[src/sv/vtp_pkg.sv]
// ---------------------------------------------------------------------------
// vtp_pkg
// Shared types and constants for the vertex transform and projection core.
// ---------------------------------------------------------------------------
package vtp_pkg;

  // Default arithmetic format: signed words with a binary point.
  localparam int FRAC_BITS_DEF  = 16;
  localparam int WORD_WIDTH_DEF = 32;

  // Fixed field widths of the channels.
  localparam int COEF_W = 32;
  localparam int VERT_W = 32;
  localparam int SCR_W  = 16;

  // Depth of the queue between the front and the back.
  localparam int QUEUE_DEPTH = 2;

  // Configuration port.
  localparam int                 ADDR_W          = 2;
  localparam logic [ADDR_W-1:0]  REG_FOCAL_ADDR  = 2'd0;
  localparam logic [31:0]        FOCAL_RESET     = 32'h0001_0000;

  // Matrix selects. The last select names no matrix, so writes to it are dropped.
  localparam logic [1:0] MSEL_MODEL  = 2'd0;
  localparam logic [1:0] MSEL_CAMERA = 2'd1;
  localparam logic [1:0] MSEL_VIEW   = 2'd2;
  localparam logic [1:0] MSEL_UNUSED = 2'd3;

  // Commands.
  typedef enum logic {
    CMD_WRITE = 1'b0,
    CMD_XFORM = 1'b1
  } cmd_t;

  // Control word that travels with every item through the back.
  typedef struct packed {
    cmd_t        cmd;
    logic [1:0]  sel;
    logic [3:0]  idx;
    logic [31:0] coef;
    logic        sat;
    logic        fault;
  } ctl_t;

  // One queued word.
  typedef struct packed {
    ctl_t               ctl;
    logic signed [31:0] x;
    logic signed [31:0] y;
    logic signed [31:0] z;
  } item_t;

  // Per-lane special cases of the perspective divide.
  typedef struct packed {
    logic zero_den;
    logic zero_num;
    logic neg;
    logic over;
  } lane_flags_t;

endpackage

[src/sv/vtp_queue.sv]
// ---------------------------------------------------------------------------
// vtp_queue
// Short FIFO that decouples the accepting front from the transform back.
// ---------------------------------------------------------------------------
module vtp_queue #(
  parameter int DEPTH = vtp_pkg::QUEUE_DEPTH
) (
  input  logic           clk,
  input  logic           rst_n,
  input  logic           push,
  input  vtp_pkg::item_t push_item,
  output logic           full,
  input  logic           pop,
  output logic           empty,
  output vtp_pkg::item_t pop_item
);

  localparam int PTR_W = (DEPTH > 1) ? $clog2(DEPTH) : 1;
  localparam int CNT_W = $clog2(DEPTH + 1);

  vtp_pkg::item_t    mem_r [DEPTH];
  logic [PTR_W-1:0]  wr_ptr_r, rd_ptr_r;
  logic [CNT_W-1:0]  count_r;

  assign full     = (count_r == CNT_W'(DEPTH));
  assign empty    = (count_r == '0);
  assign pop_item = mem_r[rd_ptr_r];

  // Storage is written only on a push.
  always_ff @(posedge clk) begin
    if (push) begin
      mem_r[wr_ptr_r] <= push_item;
    end
  end

  // Pointers and fill count.
  always_ff @(posedge clk) begin
    if (!rst_n) begin
      wr_ptr_r <= '0;
      rd_ptr_r <= '0;
      count_r  <= '0;
    end else begin
      if (push) begin
        wr_ptr_r <= (wr_ptr_r == PTR_W'(DEPTH - 1)) ? '0 : wr_ptr_r + 1'b1;
      end
      if (pop) begin
        rd_ptr_r <= (rd_ptr_r == PTR_W'(DEPTH - 1)) ? '0 : rd_ptr_r + 1'b1;
      end
      if (push && !pop) begin
        count_r <= count_r + 1'b1;
      end else if (pop && !push) begin
        count_r <= count_r - 1'b1;
      end
    end
  end

  // The fill count stays within the depth.
  a_count_range: assert property (@(posedge clk) disable iff (!rst_n)
    count_r <= CNT_W'(DEPTH)) else $error("queue count out of range");

  // No word is pushed into a full queue.
  a_no_overflow: assert property (@(posedge clk) disable iff (!rst_n)
    push |-> !full) else $error("queue overflow");

  // No word is popped from an empty queue.
  a_no_underflow: assert property (@(posedge clk) disable iff (!rst_n)
    pop |-> !empty) else $error("queue underflow");

endmodule

[config.mk]
export PLATFORM = sky130hd
export DESIGN_NAME = vtp_queue
export DESIGN_NICKNAME = d
export VERILOG_FILES = /design/src/sv/vtp_pkg.sv /design/src/sv/vtp_queue.sv
export SDC_FILE = /design/constraint.sdc
export NUM_CORES = 1
export LEC_CHECK = 0
export ABC_CLOCK_PERIOD_IN_PS = 19850
export BUFFER_PORTS_ARGS = -buffer_cell sky130_fd_sc_hd__buf_2
export CORE_UTILIZATION = 56
export CTS_CLUSTER_DIAMETER = 30
export DETAILED_ROUTE_END_ITERATION = 12
export PLACE_DENSITY = 0.95
export SYNTH_ARGS = -nofsm -noshare
export SYNTH_HDL_FRONTEND = slang
export SYNTH_SLANG_ARGS = --single-unit
[constraint.sdc]
create_clock -name clk -period 19.85 [get_ports clk]
set_input_delay 0.9925 -clock clk [delete_from_list [all_inputs] [get_ports clk]]
set_output_delay 0.9925 -clock clk [all_outputs]
set_load 0.01 [all_outputs]
; ---- Yosys cells after proc, flatten, opt, wreduce, memory -nomap -nowiden
; Memories as Yosys holds them, arrays and structs flattened. A register that Yosys moved wholly into a read port is not among the register bits.
; Cells that the tools add are included.
[word_totals]
regBits = 4
in_bits = 141
rom_bits = 0
wordCells = 23
mem_count = 1
output_inout_bits = 139
latchBits = 0
ram_bits = 274
[mem_list]
columns = name, words, word_bits, rd, rd_ports_with_merged_regs, write_ports, line
row1 = mem_r, 2, 137, 1, 1, 1, vtp_queue.sv:21  ; vtp_pkg::item_t mem_r [DEPTH];
[classes]
add_sub_neg = 4
mul = 0
magnitude_cmp = 0
n_div = 0
n_eq_ne = 1
n_reduce_logical = 6
bitwise_logic = 0
shifts = 0
mux = 8
[ops]
columns = cell, n
row1 = $mux 1, 6
row2 = $mux 2, 2
row3 = $add 1x1->1 const B, 2
row4 = $add 2x1->2 const B, 1
row5 = $eq 2x2->1 const B, 1
row6 = $logic_and 1x1->1, 2
row7 = $logic_not 1->1, 2
row8 = $logic_not 2->1, 1
row9 = $reduce_bool 2->1, 1
row10 = $sub 2x1->2 const B, 1

; ---- Depth between registers and ports, before layout
; Gate-level depths: netlist (run 1).
[logic_depth]
depth_word = 4
mapped_depth = 5

; ---- Worst setup path before layout (run 1)
; No wires, ideal clock.
[synth_timing]
kind = input-to-reg
from = input push
to = memory mem_r[0][0] (netlist bit) (enable)
arrival_time_ns = 6.956
slack_ns = 12.243
n_path_buf = 0
path_stages = 1
path_cell_list = nor2b_1
[synth_via]
elab_chain_len = 2
[synth_rtl]
columns = item, line
row1 = start: declaration, vtp_queue.sv:10  ; input logic push,
row2 = $mux 1, vtp_queue.sv:31  ; if (push) begin
row3 = $mux 1 (implied by the code), vtp_queue.sv:32  ; mem_r[wr_ptr_r] <= push_item;
row4 = end: declaration, vtp_queue.sv:21
; Every way passes these cells.

==> impl_metrics.json, run 1 <==
{
  "status": "finished, final reports clean",
  "maxSlewViolCount": 0,
  "synth_top_area_share_pct": 81.03,
  "cp.required_ns": 18.86,
  "grt_pass1_vias": 5659,
  "yosys_register_bits": 279,
  "finalSetupViolCount": 0,
  "ioPinCount": 280,
  "yosysWarnings": 0,
  "detail_route.wl_per_cell_um": 19.55,
  "die_y_um": 136.7,
  "synthMuxAreaShare_pct": 15.19,
  "antenna_left": 0,
  "coreArea_um2": 17480,
  "power_frac_comb_pct": 7.8,
  "synth_adder_area_share_pct": 0.1232,
  "cts_setup_buffers": 0,
  "grt_busiest_layer": "met2",
  "synthXorXnorAreaFrac_pct": 0.2587,
  "hp-class": "reg2reg",
  "synth_compound_area_share_pct": 0.1971,
  "grt_use_met2_pct": 38.30,
  "final_common_cell": "buf_2",
  "routed_wl_um": 20020,
  "synth_cell_types": 17,
  "synthTopCellsByArea": "edfxtp_1 (81%), mux2_2 (15%), buf_6 (1.6%), dfxtp_1 (0.99%), and2_1 (0.25%)",
  "die_w_um": 136.7,
  "cts_resized": 0,
  "syn2layout_area_growth_pct": 30.82,
  "hold_viol": 0,
  "cts_tree": "built",
  "swShare_pct": 21.67,
  "crit_fanout": 73,
  "h-tree-depth": 2,
  "first_iter_violations": 274,
  "rows": 48,
  "fmax_ghz": 0.2531,
  "gp_congestion": 0.7431,
  "drv_cap": 0,
  "ys_seq_area_share_pct": 82.01,
  "relSlewSlack_pct": 32.03,
  "fillers": 951,
  "placed_area_um2": 11710,
  "clk_latency_ns": 0.52,
  "grt_max_degree": 77,
  "min_period_over_period_pct": 19.90,
  "rsz0062_at_grt": "false",
  "clkPwrFrac_pct": 49.1,
  "nets": 904,
  "hold_buffers": 0,
  "drive_above_1_share_pct": 62.48,
  "use_met1_pct": 22.31,
  "dp_hpwl_um": 12610,
  "antenna_found_initial": 2,
  "power_frac_seq_pct": 43.2,
  "power.density_nw_per_um2": 121.3,
  "timing.setup.tns_ns": 0,
  "worst_slew_pin_slew_ns": 1.020,
  "fin_crit_ns": 3.950,
  "ir_worst_vdd_uv": 142.0,
  "cts_buffer_depth": 3,
  "start_kind": "flop",
  "start_util_pct": 58.10,
  "vias": 5327,
  "fin_skew_ns": 0.01324,
  "cts-buffers-inserted": 44,
  "clkTransAtPathRegs_ns": 0.05,
  "synthesis.area_um2": 10150,
  "grt_pass1_wl_um": 28810,
  "synthCells": 448,
  "die_area_um2": 18680,
  "viasPerCell": 5.202,
  "synth_top_family_by_area": "multiplexers",
  "final_area_um2": 13280,
  "leakage_nw": 5.070,
  "grt_util_met3_pct": 6.519,
  "syn-num-nets": 590,
  "synth.largest_area_cell": "edfxtp_1",
  "clk_root_buffer_cell": "clkbuf_16",
  "grt_usage_pct": 20.88,
  "drc": 0,
  "internal-power_mw": 1.262,
  "critPathCaptureType": "primary output",
  "crit_type": "reg2out",
  "switchingPower_uw": 349.2,
  "grt-ovfl-total": 0,
  "yosys.area_share.simple_pct": 0.5545,
  "dr.pass1.iters": 4,
  "cts.sinks": 279,
  "io_buffers": 279,
  "cp.arrival_ns": 2.96,
  "layout_common_cells": "buf_2 (279), edfxtp_1 (274), mux2_2 (137)",
  "synth_area_per_cell_um2": 22.67
}
sequential cells by signal, indices dropped and copies added (netlist names), named ones only:
| register | flops |
|---|---|
| mem_r | 274 |
| wr_ptr_r | 1 |
| count_r | 2 |
| rd_ptr_r | 1 |
Yosys cell counts (all sizes together):
| cell type | count |
|---|---|
| a21boi | 1 |
| and2 | 4 |
| and2b | 1 |
| buf | 15 |
| dfxtp | 5 |
| edfxtp | 274 |
| ha | 1 |
| inv | 1 |
| mux2 | 137 |
| nor2 | 1 |
| nor2b | 2 |
| o21a | 1 |
| o21ai | 1 |
| or3 | 1 |
| xnor2 | 1 |
| xor2 | 2 |
final cells by class:
class,count,area [µm²],share of cell area (%)
antenna,2,5.005,0.03768
clock buffer,47,1112,8.373
clock inverter,34,455.4,3.428
inverter,1,3.754,0.02826
multi-input combinational,153,1668,12.56
sequential,279,8332,62.72
tap,225,281.5,2.119
timing repair buffer,283,1426,10.74
final timing paths:
check / startpoint / endpoint / slack [ns] / cells past startpoint
setup / recovery: flop / pop_item[114] / 15.90 / 3
hold / removal: count_r[1]$_SDFFE_PN0P_ / count_r[1]$_SDFFE_PN0P_ / 0.55 / 2
setup reg to reg: wr_ptr_r$_SDFFE_PN0P_ / mem_r[1][117]$_DFFE_PP_ / 17.32 / 2
hold reg to reg: count_r[1]$_SDFFE_PN0P_ / count_r[1]$_SDFFE_PN0P_ / 0.55 / 2
routing by layer:
| metal | wire, µm | part of all wire, % | up-vias |
|---|---|---|---|
| li1 | - | - | 2440 |
| met3 | 1681 | 8.4 | 36 |
| met4 | 380 | 1.9 | 0 |
| met2 | 10800 | 54 | 226 |
| met5 | 0 | 0 | - |
| met1 | 7162 | 36 | 2625 |
stage by stage:
| stage | hold WS, ns | utilization (%) | total power, mW | instances | setup slack [ns] |
|---|---|---|---|---|---|
| 2_1_floorplan | 0.4662 | - | 0.7811 | 448 | 12.24 |
| 3_3_place_gp | 0.4881 | 67.01 | 0.8244 | 941 | 16.44 |
| 3_5_place_dp | 0.5112 | 67.01 | 0.8318 | 941 | 16.43 |
| 4_1_cts | 0.5201 | 75.98 | 1.625 | 1022 | 15.90 |
| 5_1_grt | 0.5757 | 76.01 | 1.658 | 1024 | 15.76 |
| 6_report | 0.5508 | 76.01 | 1.611 | 1024 | 15.90 |
logic make-up (layout without fill, tap and decap cells):
logic type,Yosys count,in the layout
AOI/OAI and AO/OA,3,3
and+or+nand+nor,9,9
buffers and inverters,16,365
xor gates and xnor gates,3,3
DFF,279,279
adders and majority gates,1,1
other,0,2
muxes,137,137
power groups by stage:
stage | registers, mW | logic, mW | clock network [mW]
2_1_floorplan | 0.703 | 0.0778 | 0
6_report | 0.695 | 0.125 | 0.791
5_1_grt | 0.698 | 0.134 | 0.826
4_1_cts | 0.696 | 0.126 | 0.802
3_3_place_gp | 0.704 | 0.120 | 0
3_5_place_dp | 0.707 | 0.125 | 0
worst max-delay path, stage by stage, from the launching register on:
cell	delay, ns
dfxtp_4	0.90
buf_4	0.86
mux2_2	0.42
buf_2	0.15
Note: power is estimated with default switching activity, not from simulation.
==> inputs of run 2 (changes only) <==
ABC_CLOCK_PERIOD_IN_PS = 4000   (was 19850)
CORE_UTILIZATION = 52   (was 56)
PLACE_DENSITY = 0.91   (was 0.95)
clock period = 4 ns   (was 19.85 ns; I/O delays follow)
==> run 2 against run 1 <==
Die area increased by 7.6%. Cell count up 17%. Clock power grew to 5.1 times the previous value. Routed wire length up 21%. Register-to-register slack got worse by 15 ns. Via count rose by 13%. Flip-flop and latch count unchanged. Count of clock-buffer cells in the layout rose by 1. Critical endpoint is now pop_item[57].
==> impl_metrics.json, run 2 (synthesized netlist as in run 1, its figures left out) <==
{
  "cpPeakStageDelay_ns": 0.80,
  "holdWs_ns": 0.07094,
  "rsz0062_at_grt": "false",
  "power.density_nw_per_um2": 559.7,
  "antenna_left": 0,
  "first_iter_violations": 306,
  "grt_pass1_wl_um": 36100,
  "critPathCaptureType": "primary output",
  "die_area_um2": 20090,
  "final_common_cell": "buf_2",
  "cts.sinks": 279,
  "crit_type": "reg2out",
  "viasPerCell": 5.028,
  "fin_skew_ns": 0.01362,
  "placed_area_um2": 11790,
  "final_area_um2": 14790,
  "grt_max_degree": 119,
  "dp_hpwl_um": 12430,
  "clk_root_buffer_cell": "clkbuf_16",
  "hp-class": "in2reg",
  "maxSlewViolCount": 0,
  "routed_wl_um": 24240,
  "reg_top3": "mem_r (274), count_r (2)",
  "crit_fanout": 50,
  "cp.required_ns": 3.80,
  "multi_input_area_um2": 1668,
  "drc": 0,
  "rows": 50,
  "drive_above_1_share_pct": 53.90,
  "cp.buffers_inverters": 2,
  "finalSetupViolCount": 0,
  "worst_slew_pin_slew_ns": 0.9482,
  "layout_setup_ws_ns": 1.399,
  "path_delay_family": "flip-flops",
  "ir_worst_vdd_uv": 556.6,
  "fin_cells": 1199,
  "cp.arrival_ns": 2.40,
  "die_w_um": 141.7,
  "largest_register_ffs": 274,
  "gp_congestion": 0.7213,
  "cpMaxStageDelayCell": "dfxtp_4",
  "clk_latency_ns": 0.52,
  "leakage_nw": 5.670,
  "start_util_pct": 53.75,
  "drv_cap": 0,
  "cts_tree": "built",
  "fin_crit_ns": 2.601,
  "grt_pass1_vias": 6733,
  "hold_viol": 0,
  "grt-ovfl-total": 0,
  "vias": 6028,
  "grt_usage_pct": 24.19,
  "fillers": 949,
  "clkTransAtPathRegs_ns": 0.05,
  "start_kind": "flop",
  "place_ws_ns": 1.963,
  "dp_cells": 977,
  "die_y_um": 141.7,
  "layout_common_cells": "buf_2 (279), edfxtp_1 (274), dlygate4sd3_1 (138)",
  "io_buffers": 279,
  "status": "finished, final reports clean",
  "relSlewSlack_pct": 36.79,
  "timing.setup.tns_ns": 0,
  "syn2layout_area_growth_pct": 45.60,
  "crit_chain": "buf_4, mux2_2, buf_2",
  "ff_latch_area_um2": 8332,
  "antenna_found_initial": 0,
  "nets": 1044,
  "cts-buffers-inserted": 45,
  "cts_buffer_depth": 3,
  "ioPinCount": 280,
  "dr.pass1.iters": 4,
  "cts_resized": 0,
  "coreArea_um2": 18890,
  "fmax_ghz": 0.3845,
  "top_register": "mem_r",
  "min_period_over_period_pct": 65.01,
  "detail_route.wl_per_cell_um": 20.21,
  "h-tree-depth": 2
}
==> run 2: changes by cell type in the layout (fill, tap and decap cells not counted), moves of 2 or more <==
| cell | delta |
|---|---|
| dlygate4sd3_1 | +138 |
| clkinvlp_4 | +4 |
| clkbuf_16 | +3 |
| clkinv_1 | -3 |
| inv_6 | +3 |
| buf_12 | +2 |
| clkbuf_1 | -2 |
==> run 2: worst paths after layout <==
check / from / endpoint / slack [ns] / cells past startpoint
setup / recovery: flop / pop_item[57] / 1.40 / 3
hold / removal: pop / rd_ptr_r$_SDFFE_PN0P_ / 0.07 / 3
setup reg to reg: wr_ptr_r$_SDFFE_PN0P_ / mem_r[1][80]$_DFFE_PP_ / 2.16 / 2
hold reg to reg: count_r[1]$_SDFFE_PN0P_ / count_r[1]$_SDFFE_PN0P_ / 0.54 / 2
==> run 2: power breakdown <==
part / internal, mW / leakage, nW / total [mW] / switching (mW)
combinational: 0.392 / 2.28 / 0.757 / 0.364
clock: 2.64 / 0.774 / 4.07 / 1.43
sequential: 3.39 / 2.61 / 3.45 / 0.0635
total: 6.42 / 5.67 / 8.28 / 1.86
==> run 2: cell type report <==
type	count	area share (%)
inverters	1	0.02539
clock buffers	48	7.980
clock inverters	34	2.920
multi-input cells	153	11.28
flip-flops and latches	279	56.35
repair buffers	422	19.21
well taps	260	2.200
diodes	2	0.03385
==> run 2: timing repair <==
action                                 4_1_cts  5_1_grt
endpoints found under the hold margin      279        0
buffers inserted                             0        0
hold buffers                               138        0
==> run 2: stage by stage <==
stage / utilization [%] / power (mW)
finish: 78.26 / 8.276
global route: 78.23 / 8.508
CTS: 78.23 / 8.255
detailed placement: 62.39 / 4.126
global placement: 62.39 / 4.094
floorplan: - / 3.863
==> run 2: layer usage <==
metal	vias to the layer above	wire (µm)	share of wire (%)	GRT usage [%]
li1	2719	-	-	-
met1	2969	8595	35	25.33
met2	281	13280	55	45.58
met3	59	1566	6.5	6.277
met4	0	790	3.3	10.30
met5	-	0	0	0
==> run 2: worst min-delay path, delay by kind of cell <==
kind          cells  cell delay (ns)
xor+xnor          1             0.08
simple gates      1             0.15
buf+inv           1             0.11
